<file path="src/transport_sweep_recurrence_macros.svh">
// ----------------------------------------------------------------------------
// Transport sweep assertion macros
// Shared property forms for the concurrent assertions of the sweep block.
// ----------------------------------------------------------------------------
`ifndef TRANSPORT_SWEEP_RECURRENCE_MACROS_SVH
`define TRANSPORT_SWEEP_RECURRENCE_MACROS_SVH

// The consequent must hold in the same cycle as the antecedent.
`define TSR_ASSERT_IMPLIES(label, clk, rst, ante, cons) \
   label: assert property (@(posedge clk) disable iff (rst) (ante) |-> (cons)) \
      else $error("transport sweep assertion failed");

// The consequent must hold in the cycle after the antecedent.
`define TSR_ASSERT_NEXT(label, clk, rst, ante, cons) \
   label: assert property (@(posedge clk) disable iff (rst) (ante) |=> (cons)) \
      else $error("transport sweep assertion failed");

`endif

</file>
<file path="src/tsr_pkg.sv">
// ----------------------------------------------------------------------------
// Transport sweep package
// Item types, operation codes, sequencer states and default sizes.
// ----------------------------------------------------------------------------
package tsr_pkg;

   localparam int DIRECTIONS_DEF = 16;
   localparam int REGIONS_DEF    = 16;
   localparam int FRAC_BITS_DEF  = 16;

   typedef enum logic [1:0] {
      OP_LOAD_COEF    = 2'd0,
      OP_LOAD_SOURCE  = 2'd1,
      OP_SET_BOUNDARY = 2'd2,
      OP_SWEEP        = 2'd3
   } op_type;

   typedef enum logic [2:0] {
      ST_IDLE,
      ST_FETCH,
      ST_MUL1,
      ST_DIFF,
      ST_MUL2,
      ST_FINISH
   } state_type;

   typedef struct packed {
      op_type             operation;
      logic               backward;
      logic [3:0]         region;
      logic [3:0]         direction;
      logic signed [31:0] first_value;
      logic signed [31:0] second_value;
      logic               last_cell;
   } req_type;

   typedef struct packed {
      logic [3:0]         out_direction;
      logic signed [31:0] flux;
      logic               last;
      logic               sweep_end;
   } rsp_type;

   // Step controls from the sequencer to the tables and the arithmetic unit.
   typedef struct packed {
      logic       rd_en;
      logic       src_rd_en;
      logic       mul_en;
      logic       mul_second;
      logic       diff_en;
      logic       emit;
      logic       last;
      logic       sweep_end;
      logic [3:0] out_dir;
   } ctrl_type;

endpackage

</file>
<file path="src/tsr_datapath.sv">
// ----------------------------------------------------------------------------
// Transport sweep arithmetic unit
// Shared signed multiplier with rounding, saturation and the result register.
// ----------------------------------------------------------------------------
`include "transport_sweep_recurrence_macros.svh"

module tsr_datapath #(
   parameter int FRAC_BITS = tsr_pkg::FRAC_BITS_DEF
) (
   input  logic               clock,
   input  logic               reset,
   input  tsr_pkg::ctrl_type  ctrl,
   input  logic signed [31:0] cell_value,
   input  logic signed [31:0] source_value,
   input  logic signed [31:0] feed_value,
   input  logic signed [31:0] scale_value,
   input  logic signed [31:0] edge_value,
   output logic signed [31:0] result,
   output logic               rsp_free,
   output logic               rsp_valid,
   input  logic               rsp_ready,
   output tsr_pkg::rsp_type   rsp_item
);
   import tsr_pkg::*;

   localparam logic signed [63:0] ROUND_HALF = 64'sd1 <<< (FRAC_BITS - 1);

   function automatic logic signed [31:0] sat32(input logic signed [65:0] v);
      if (v > 66'sd2147483647) begin
         return 32'sh7fffffff;
      end
      if (v < -66'sd2147483648) begin
         return 32'sh80000000;
      end
      return v[31:0];
   endfunction

   logic signed [31:0] op_a;
   logic signed [31:0] op_b;
   logic signed [63:0] prod_in;
   logic signed [63:0] prod_ff;
   logic signed [63:0] rounded;
   logic signed [65:0] diff_wide;
   logic signed [31:0] diff_ff;
   logic               rsp_valid_ff;
   rsp_type            rsp_ff;

   // The first pass forms feed times edge, the second the clamped difference
   // times scale.
   assign op_a    = ctrl.mul_second ? diff_ff : feed_value;
   assign op_b    = ctrl.mul_second ? scale_value : edge_value;
   assign prod_in = op_a * op_b;

   // Round half up: add one half, then shift arithmetically (floor).
   assign rounded   = (prod_ff + ROUND_HALF) >>> FRAC_BITS;
   assign diff_wide = 66'(cell_value) + 66'(source_value) - 66'(rounded);
   assign result    = sat32(66'(rounded));

   always_ff @(posedge clock) begin
      if (ctrl.mul_en) begin
         prod_ff <= prod_in;
      end
      if (ctrl.diff_en) begin
         diff_ff <= sat32(diff_wide);
      end
      if (ctrl.emit) begin
         rsp_ff.out_direction <= ctrl.out_dir;
         rsp_ff.flux          <= result;
         rsp_ff.last          <= ctrl.last;
         rsp_ff.sweep_end     <= ctrl.sweep_end;
      end
   end

   always_ff @(posedge clock) begin
      if (reset) begin
         rsp_valid_ff <= 1'b0;
      end else if (ctrl.emit) begin
         rsp_valid_ff <= 1'b1;
      end else if (rsp_ready) begin
         rsp_valid_ff <= 1'b0;
      end
   end

   assign rsp_free  = !rsp_valid_ff || rsp_ready;
   assign rsp_valid = rsp_valid_ff;
   assign rsp_item  = rsp_ff;

   `TSR_ASSERT_NEXT(a_emit_shows_item, clock, reset, ctrl.emit, rsp_valid_ff)

endmodule

</file>
<file path="config.mk">
export PLATFORM = sky130hd
export DESIGN_NAME = tsr_datapath
export DESIGN_NICKNAME = d
export VERILOG_FILES = /design/src/tsr_pkg.sv /design/src/tsr_datapath.sv
export VERILOG_INCLUDE_DIRS = /design/src /design/src/src
export SDC_FILE = /design/constraint.sdc
export NUM_CORES = 2
export LEC_CHECK = 0
export ABC_CLOCK_PERIOD_IN_PS = 26300
export CAP_MARGIN = 20
export CELL_PAD_IN_SITES_DETAIL_PLACEMENT = 1
export CELL_PAD_IN_SITES_GLOBAL_PLACEMENT = 2
export CORE_MARGIN = 3
export CORE_UTILIZATION = 37
export DETAILED_ROUTE_END_ITERATION = 10
export DONT_BUFFER_PORTS = 1
export GPL_ROUTABILITY_DRIVEN = 1
export GPL_TIMING_DRIVEN = 1
export PLACE_DENSITY_LB_ADDON = 0.1
export REMOVE_ABC_BUFFERS = 1
export SLEW_MARGIN = 40
export SYNTH_ARGS = -nofsm -noshare
export SYNTH_HDL_FRONTEND = slang
export SYNTH_SLANG_ARGS = --single-unit
</file>
<file path="constraint.sdc">
create_clock -name clock -period 26.3 [get_ports clock]
set_input_delay 5.26 -clock clock [delete_from_list [all_inputs] [get_ports clock]]
set_output_delay 5.26 -clock clock [all_outputs]
set_load 0.005 [all_outputs]
</file>
==> summary.txt <==
Post-CTS Setup Bufs = 0
fmax = 69.3 MHz
commonest non-fill, non-tap cell in the layout = fa_1
WS Path Type = input pin to register
initial DRC count = 1599
maximum number of pins on one net before global-route repair = 121
DRT Wirelength = 160000 µm
Data arrival, critical path = 14.63 ns
crit path buf inv count = 4
CTS sink cnt = 120
worst hold path type = register to register
Total Die Area = 124000 µm²
Post-Syn Area = 44400 µm²
CTS Buf Count = 17
CP Cell Sequence = mux2i_4, buf_4, inv_1, fa_1, inv_1, fa_1, fa_1, fa_1, inv_1, fa_1, fa_1, fa_1, fa_1, ha_1, a21o_1, a21o_1, a21oi_1, nand4_1, o211ai_1, a21oi_1, o21ai_0, a21oi_1, o41ai_1, xnor2_1
Worst Path Required = 26.49 ns
Yosys Warn Count = 0
H-Tree Depth = 4
die width = 352 µm
core area = 119000 µm²
Wirelength per Cell = 26.0 µm
via count = 32.2k
CTS Buffer Depth = 2
Max FO, Critical Path = 120
register area = 3590 µm²
TritonCTS clock tree = done
Initial Util = 37.4%
Final setup viols = 0
area occupied by multi-input gates = 36700 µm²
first-pass GRT wire length = 242000 µm
asr flop ratio synth = 0%
sequential share of the synthesized area = 8.10%
number of synthesized flops with an enable pin = 119
crit-path max cell delay = 0.64 ns
Final Hold Vio Count = 0
Synth top area share = 51.0%
DRC = 0
final instance area = 47100 µm²
net count reported at finish = 6093
initial antenna violation count = 6
final worst path period need = 14.44 ns
Worst-Margin Slew = 0.877 ns
Port Buffers = 0
period utilisation layout = 54.9%
Final Max Tran Viols = 0
max-cap viol count = 0
Worst Clk Skew = 0.0175 ns
run status = finished clean
hold slack = 0.542 ns
Sum Neg Setup Slack = 0 ns
area grow syn2layout = 6.14%
Post-synth top flop = edfxtp_1
CP top delay family = adder cells
Synth Register Bits = 120
placed cell area = 46500 µm²
gr ovfl total = 0
Reg clk slew, reported paths = 0.06 ns
number of core rows = 126
Synth Instances = 4666
syn_area_per_cell = 9.51 µm²
Resized cells post-CTS = 0
Worst Setup Start Kind = input pin
synth unique cells = 84
dominant cell type by area after synthesis = fa_1
Slew headroom = 40.3%
RSZ-0062 raised after global routing = no
Critical Path Sink Type = register
Post-Layout Cell Count = 6173
I/O Pins = 247
most frequent cells in the layout = fa_1, inv_1, nor2_1
Global Route Usage Sum = 26.4%
cts-stage hold buffer count = 0
Routed Antenna Nets = 0
Crit-path slowest cell = fa_1
Clk Latency, worst-skew pair = 0.47 ns
fillcell total = 13.6k
most frequent CP cell = fa_1
routability cong. = 0.838
Pre-Repair DR Iteration Count = 5
Die H = 352 µm
Root Driver = clkbuf_16
share of cells above drive strength 1 = 5.88%
Area contributors post-synth = fa_1, inv_1, edfxtp_1, ha_1, nor2_1
vias in the first global route = 36.3k
post-DP HPWL = 129000 µm
placed insts = 6139
via/cell ratio = 5.21
## logic make-up (layout without fill, tap and decap cells)
family,Yosys count,count (layout),share of synthesized area (%)
XOR/XNOR,151,151,2.98
other,0,1,0
buffers and inverters,1174,1080,10.2
adder cells (fa/ha/maj),1359,1359,57.4
flip-flops,120,120,8.10
AO/OA/AOI/OAI,383,383,5.81
AND/OR/NAND/NOR,1366,1366,12.8
multiplexers,113,113,2.70
## worst min-delay path, stage by stage, from the launching register on
cell and delay [ns]:
dfxtp_1 0.32, nand2b_1 0.11, a21oi_1 0.07
## state kept, by name (all words and copies together) (netlist names)
| signal | cells |
|---|---|
| rsp_valid | 1 |
| rsp_item | 38 |
| diff_ff | 32 |
| prod_ff | 49 |
## path summary, 6_finish.rpt
check | startpoint | to | slack, ns | cells past startpoint
setup reg to reg | diff_ff[31] | prod_ff[63] | 16.67 | 27
hold reg to reg | rsp_valid | rsp_valid | 0.54 | 2
setup / recovery | ctrl[8] | prod_ff[63] | 11.86 | 24
hold / removal | rsp_valid | rsp_valid | 0.54 | 2
## Yosys cell counts, types with 9 or more instances
library cell and n:
o21bai_1 10, nor3_1 32, nand4_1 34, buf_1 14
and3_1 21, and2_1 15, nand3_1 38, or2_2 11
o211ai_1 9, clkbuf_1 160, o21ai_2 30, a211oi_1 15
xor2_1 69, nor2b_1 13, buf_2 11, mux2i_1 60
fa_1 1129, a21oi_1 98, xnor2_1 82, a21o_1 56
edfxtp_1 119, o21ai_1 27, nand2b_1 18, o21ai_0 53
mux2_2 53, nor2_1 596, a31oi_1 15, inv_1 977
ha_1 230, nand2_1 545, o21a_1 13
## area by class of cell
type | instances | share of cell area [%]
Multi-Input combinational cell | 3372 | 77.9
Inverter | 977 | 7.79
Sequential cell | 120 | 7.63
Tap cell | 1600 | 4.25
Timing Repair Buffer | 71 | 1.20
Clock buffer | 18 | 0.911
Clock inverter | 14 | 0.316
Antenna cell | 1 | 0.00531
## per-layer routing
layer	share of wire (%)	global-route usage, %
met1	41	33.3
met4	3.7	8.06
met5	0	0
met3	3.2	2.75
met2	52	47.5
## stage by stage
stage / setup slack, ns / util, %
6_report: 11.86 / 39.7
5_1_grt: 11.52 / 39.7
2_1_floorplan: 12.73 / -
3_5_place_dp: 11.34 / 39.2
3_3_place_gp: 11.35 / 39.1
4_1_cts: 11.83 / 39.7
Power is left out: the tool's default activity adds up to more than one toggle a clock period on the data nets, which glitch-free logic cannot reach.
