**src/transport_sweep_recurrence_macros.svh**
```systemverilog
// ----------------------------------------------------------------------------
// Transport sweep assertion macros
// Shared property forms for the concurrent assertions of the sweep block.
// ----------------------------------------------------------------------------
`ifndef TRANSPORT_SWEEP_RECURRENCE_MACROS_SVH
`define TRANSPORT_SWEEP_RECURRENCE_MACROS_SVH

// The consequent must hold in the same cycle as the antecedent.
`define TSR_ASSERT_IMPLIES(label, clk, rst, ante, cons) \
   label: assert property (@(posedge clk) disable iff (rst) (ante) |-> (cons)) \
      else $error("transport sweep assertion failed");

// The consequent must hold in the cycle after the antecedent.
`define TSR_ASSERT_NEXT(label, clk, rst, ante, cons) \
   label: assert property (@(posedge clk) disable iff (rst) (ante) |=> (cons)) \
      else $error("transport sweep assertion failed");

`endif

```
**src/tsr_pkg.sv**
```systemverilog
// ----------------------------------------------------------------------------
// Transport sweep package
// Item types, operation codes, sequencer states and default sizes.
// ----------------------------------------------------------------------------
package tsr_pkg;

   localparam int DIRECTIONS_DEF = 16;
   localparam int REGIONS_DEF    = 16;
   localparam int FRAC_BITS_DEF  = 16;

   typedef enum logic [1:0] {
      OP_LOAD_COEF    = 2'd0,
      OP_LOAD_SOURCE  = 2'd1,
      OP_SET_BOUNDARY = 2'd2,
      OP_SWEEP        = 2'd3
   } op_type;

   typedef enum logic [2:0] {
      ST_IDLE,
      ST_FETCH,
      ST_MUL1,
      ST_DIFF,
      ST_MUL2,
      ST_FINISH
   } state_type;

   typedef struct packed {
      op_type             operation;
      logic               backward;
      logic [3:0]         region;
      logic [3:0]         direction;
      logic signed [31:0] first_value;
      logic signed [31:0] second_value;
      logic               last_cell;
   } req_type;

   typedef struct packed {
      logic [3:0]         out_direction;
      logic signed [31:0] flux;
      logic               last;
      logic               sweep_end;
   } rsp_type;

   // Step controls from the sequencer to the tables and the arithmetic unit.
   typedef struct packed {
      logic       rd_en;
      logic       src_rd_en;
      logic       mul_en;
      logic       mul_second;
      logic       diff_en;
      logic       emit;
      logic       last;
      logic       sweep_end;
      logic [3:0] out_dir;
   } ctrl_type;

endpackage

```
**src/tsr_seq.sv**
```systemverilog
// ----------------------------------------------------------------------------
// Transport sweep sequencer
// Steps one cell through its directions, two multiplications per direction.
// ----------------------------------------------------------------------------
`include "transport_sweep_recurrence_macros.svh"

module tsr_seq #(
   parameter int DIRECTIONS = tsr_pkg::DIRECTIONS_DEF,
   parameter int REGIONS    = tsr_pkg::REGIONS_DEF
) (
   input  logic                          clock,
   input  logic                          reset,
   input  logic                          req_valid,
   output logic                          req_ready,
   input  tsr_pkg::req_type              req_item,
   input  logic                          rsp_free,
   output tsr_pkg::ctrl_type             ctrl,
   output logic [3:0]                    rd_region,
   output logic [$clog2(DIRECTIONS)-1:0] rd_dir,
   output logic [$clog2(DIRECTIONS)-1:0] wr_dir,
   output logic signed [31:0]            cell_value
);
   import tsr_pkg::*;

   localparam int DIR_AW    = $clog2(DIRECTIONS);
   localparam int DIR_W     = (DIR_AW > 4) ? DIR_AW : 4;
   localparam int HALF_DIRS = DIRECTIONS / 2;

   localparam logic [DIR_AW-1:0] FWD_FIRST = '0;
   localparam logic [DIR_AW-1:0] FWD_LAST  = DIR_AW'(HALF_DIRS - 1);
   localparam logic [DIR_AW-1:0] BWD_FIRST = DIR_AW'(HALF_DIRS);
   localparam logic [DIR_AW-1:0] BWD_LAST  = DIR_AW'(DIRECTIONS - 1);

   state_type         state_ff;
   state_type         state_in;
   logic [DIR_AW-1:0] m_ff;
   logic [DIR_AW-1:0] m_in;
   req_type           item_ff;
   logic              start;
   logic              is_last;
   logic [DIR_W-1:0]  m_wide;

   // A sweep of a region outside the tables is dropped like a load.
   assign start   = req_valid && req_ready && (req_item.operation == OP_SWEEP)
                    && (32'(req_item.region) < REGIONS);
   assign is_last = m_ff == (item_ff.backward ? BWD_LAST : FWD_LAST);
   assign m_wide  = DIR_W'(m_ff);

   always_comb begin
      state_in = state_ff;
      unique case (state_ff)
         ST_IDLE: begin
            if (start) begin
               state_in = ST_FETCH;
            end
         end
         ST_FETCH:  state_in = ST_MUL1;
         ST_MUL1:   state_in = ST_DIFF;
         ST_DIFF:   state_in = ST_MUL2;
         ST_MUL2:   state_in = ST_FINISH;
         ST_FINISH: begin
            if (rsp_free) begin
               state_in = is_last ? ST_IDLE : ST_MUL1;
            end
         end
         default:   state_in = ST_IDLE;
      endcase
   end

   always_comb begin
      m_in = m_ff;
      if (start) begin
         m_in = req_item.backward ? BWD_FIRST : FWD_FIRST;
      end else if ((state_ff == ST_FINISH) && rsp_free && !is_last) begin
         m_in = DIR_AW'(m_ff + 1'b1);
      end
   end

   always_comb begin
      req_ready      = 1'b0;
      ctrl           = '0;
      ctrl.last      = is_last;
      ctrl.sweep_end = is_last && item_ff.last_cell;
      ctrl.out_dir   = m_wide[3:0];
      rd_dir         = m_ff;
      unique case (state_ff)
         ST_IDLE:   req_ready = 1'b1;
         ST_FETCH: begin
            ctrl.rd_en     = 1'b1;
            ctrl.src_rd_en = 1'b1;
         end
         ST_MUL1:   ctrl.mul_en = 1'b1;
         ST_DIFF:   ctrl.diff_en = 1'b1;
         ST_MUL2: begin
            // Fetch the next direction's operands while this one finishes.
            ctrl.mul_en     = 1'b1;
            ctrl.mul_second = 1'b1;
            ctrl.rd_en      = !is_last;
            rd_dir          = DIR_AW'(m_ff + 1'b1);
         end
         ST_FINISH: ctrl.emit = rsp_free;
         default:   req_ready = 1'b0;
      endcase
   end

   always_ff @(posedge clock) begin
      if (reset) begin
         state_ff <= ST_IDLE;
      end else begin
         state_ff <= state_in;
      end
   end

   always_ff @(posedge clock) begin
      m_ff <= m_in;
      if (start) begin
         item_ff <= req_item;
      end
   end

   assign rd_region  = item_ff.region;
   assign wr_dir     = m_ff;
   assign cell_value = item_ff.first_value;

   `TSR_ASSERT_NEXT(a_start_fetches, clock, reset, start, state_ff == ST_FETCH)
   `TSR_ASSERT_NEXT(a_stall_holds_dir, clock, reset, (state_ff == ST_FINISH) && !rsp_free, $stable(m_ff))

endmodule

```
**config.mk**
```make
export PLATFORM = sky130hd
export DESIGN_NAME = tsr_seq
export DESIGN_NICKNAME = d
export VERILOG_FILES = /design/src/tsr_pkg.sv /design/src/tsr_seq.sv
export VERILOG_INCLUDE_DIRS = /design/src /design/src/src
export SDC_FILE = /design/constraint.sdc
export NUM_CORES = 1
export LEC_CHECK = 0
export BUFFER_PORTS_ARGS = -buffer_cell sky130_fd_sc_hd__buf_2
export CAP_MARGIN = 20
export CORE_MARGIN = 2
export CORE_UTILIZATION = 35
export DETAILED_ROUTE_END_ITERATION = 6
export PLACE_DENSITY_LB_ADDON = 0.12
export SLEW_MARGIN = 20
export SYNTH_ARGS = -nofsm -noshare
export SYNTH_HDL_FRONTEND = slang
export SYNTH_SLANG_ARGS = --single-unit
```
**constraint.sdc**
```tcl
create_clock -name clock -period 2.8 [get_ports clock]
set_clock_uncertainty 0.15 [all_clocks]
set_input_delay 0.14 -clock clock [delete_from_list [all_inputs] [get_ports clock]]
set_output_delay 0.14 -clock clock [all_outputs]
set_load 0.05 [all_outputs]
```
==> key figures <==
Outcome
  • Status: completed

Synthesis
  • Area contributors post-synth: edfxtp_1 (64%), buf_4 (16%), xnor2_1 (3.1%), dfxtp_1 (3.0%), buf_6 (1.1%)
  • Avg Cell Area, Syn: 14.8 sq um
  • Flops & latches, synth: 45
  • Async SR Flop Fraction: 0%
  • Unique masters post-synth: 28
  • Synth area leader: edfxtp_1
  • Post-synthesis sequential area ratio: 66.8%
  • Main synth FF type: edfxtp_1
  • Yosys warns: 0
  • Mapped Cells: 134
  • Share of Yosys cell area claimed by the top area cell type: 63.8%
  • Netlist Area Pre-Place: 1980 sq um
  • Syn_nets: 215
  • Post-synth EDFFs: 42

Pwr
  • Max IR drop VDD: 0.217 mV
  • PwrDens: 556 nW/um^2
  • Leakage: 1.18 nW

Worst setup path
  • Critical Path End Type: output port
  • Reg2Reg Setup Slack: 980 ps
  • Worst Path Required: 2510 ps
  • Crit Path Category: flip-flop to output port
  • R2R depth: 3
  • Startpoint Class: flip-flop
  • FF-to-FF End: wr_dir[3]$_DFFE_PP_
  • Arr. time, crit path: 1820 ps
  • CP Max Fanout: 11
  • Worst r2r src: wr_dir[0]$_SDFFCE_PP0P_

Layout
  • Nets: 318
  • Fill count: 489
  • Post-layout util: 50.6%
  • Area grow syn2layout: 40.0%
  • Diode count: 0
  • Layout cells sized above 1: 48.3%

Timing
  • Crit share post-route: 75.3%
  • Fin. Hold Viols: 0
  • Setup TNS: 0 ps
  • Max Slew Vio Count: 0
  • RSZ-0062 raised after global routing: no
  • Final worst path period need: 2110 ps
  • # setup viols final: 0
  • Fmax: 474 MHz
  • Worst rel slew slack: 66.5%
  • Worst slew pin tran: 502 ps

Floorplanning
  • Placeable Area: 5470 sq um
  • FP Rows: 27
  • Die area: 6270 sq um
  • Initial Utilization: 36.1%
  • Die Wd: 79.2 um
  • IO Count: 137
  • Die Span Y: 79.2 um

Hold path
  • Hold_sp: rsp_free
  • Hold WC Path Type: input pin to flip-flop
  • Hold endpoint: state_ff[0]$_SDFFE_PP0P_
  • Worst hold stages: 3

Route
  • Antenna Violating Nets Remaining: 0
  • DRC viols: 0
  • Vias/cell: 4.01
  • First-iteration detailed-routing DRC count: 54
  • Drt total wl: 3720 um
  • Via count: 1244
  • TritonRoute pass-1 iters: 4
  • Drt wl/cell: 12.0 um

Clock tree
  • Worst skew pair latency: 290 ps
  • Htree depth: 2
  • Root buf cell: clkbuf_8
  • Setup bufs post-CTS: 0
  • Clock-pin slew on the worst setup and hold paths: 80 ps
  • CTS tree: done
  • Total clock sinks: 45
  • Inserted Clock Buffers: 5
  • Max Buffers Root-to-Sink: 2

Global route
  • Global-route wire length before repair: 5760 um
  • Antenna violations before repair: 0
  • Grt ovf: 0
  • GRT Overall Usage: 12.1%
  • Largest net degree at the start of global routing: 21
  • Vias in the first global route: 1235

Place
  • Buffers on Ports: 100
  • RePlAce Congestion: 0.697
  • Post-detail-place hpwl: 2640 um

Flow run
  • Max-Cap Viols: 0
==> report_power, final <==
| group | switching, W | internal [W] |
|---|---|---|
| Combinational | 0.000117 | 0.0000807 |
| Sequential | 0.00000858 | 0.000757 |
| Clock | 0.000219 | 0.000359 |
==> layer usage <==
layer	global-route usage, %	part of all wire, %	wire length (um)
met2	21.9	53	1970
met3	3.64	6.3	234
met5	0	0	0
met1	13.4	39	1460
met4	4.66	1.5	55
==> logic make-up (layout without fill, tap and decap cells) <==
group,count (synthesis),count (layout),synth area share (%)
buffers and inverters,49,153,18.0
flip-flops,45,45,66.8
AND/OR/NAND/NOR,20,20,6.64
AO/OA/AOI/OAI,9,9,3.23
XOR/XNOR,8,8,3.54
multiplexers,2,2,1.14
adder cells (fa/ha/maj),1,1,0.632
==> cell type report <==
class,instances,area (sq um),share of cell area [%]
multi-input combinational,40,300,10.8
timing repair buffer,141,906,32.7
inverter,4,15.0,0.542
tap,72,90.1,3.25
clock inverter,3,68.8,2.48
clock buffer,5,68.8,2.48
sequential,45,1320,47.7
==> synthesized netlist by cell type, drive strengths merged, types with 2 or more instances <==
| cell | n |
|---|---|
| edfxtp | 42 |
| dfxtp | 3 |
| inv | 4 |
| a21oi | 3 |
| nor2b | 2 |
| xnor2 | 7 |
| nor2 | 3 |
| mux2 | 2 |
| nand2 | 4 |
| nor3b | 2 |
| nand3 | 3 |
| o21bai | 2 |
| buf | 44 |
==> through the flow <==
step           cells  setup slack, ps  cell area [sq um]  hold WS [ps]  total power (W)
6_report         310              692               2770          28.9          0.00154
3_5_place_dp     263              954               2240           168         0.000938
5_1_grt          310              557               2770          60.0          0.00160
3_3_place_gp     263              952               2240           167         0.000935
4_1_cts          310              671               2770          22.0          0.00156
2_1_floorplan    134             77.7               1980          59.1         0.000904
==> flip-flops by register name (all words and copies together), names as in the netlist <==
| register | cells |
|---|---|
| rd_region | 4 |
| wr_dir | 4 |
| item_ff | 2 |
| state_ff | 3 |
| cell_value | 32 |
==> how the worst max path moves through the flow <==
| stage | start | cells after the start | end | slack (ps) |
|---|---|---|---|---|
| global route | state_ff[2]$_SDFFE_PP0P_ | 4 | rd_dir[3] | 560 |
| CTS | state_ff[2]$_SDFFE_PP0P_ | 3 | rd_dir[1] | 670 |
| finish | state_ff[2]$_SDFFE_PP0P_ | 3 | rd_dir[1] | 690 |
| global placement | wr_dir[0]$_SDFFCE_PP0P_ | 3 | wr_dir[2]$_SDFFCE_PP0P_ | 950 |
| detailed placement | wr_dir[0]$_SDFFCE_PP0P_ | 3 | wr_dir[2]$_SDFFCE_PP0P_ | 950 |
| floorplan | state_ff[0]$_SDFFE_PP0P_ | 3 | wr_dir[3]$_DFFE_PP_ | 80 |
==> placed cells by master (no fill, tap or decap), types with 2 or more instances in the layout <==
master         instances
buf_2                100
edfxtp_1              42
dlygate4sd3_1         39
xnor2_1                7
clkbuf_8               5
nand2_1                4
inv_1                  4
nor2_1                 3
nand3_1                3
a21oi_1                3
dfxtp_1                3
mux2_2                 2
o21bai_1               2
nor2b_1                2
bufinv_16              2
buf_4                  2
==> worst max-delay path: stages (launching register included) <==
cell and delay, ps:
dfxtp_1 570, nor3b_4 380, mux2_2 370, buf_2 210
==> what timing repair did <==
item,4_1_cts,5_1_grt
resized for setup,0,0
endpoints found under the hold margin,41,0
hold buffers,39,0
No activity file was read; power rests on OpenSTA's default activity.
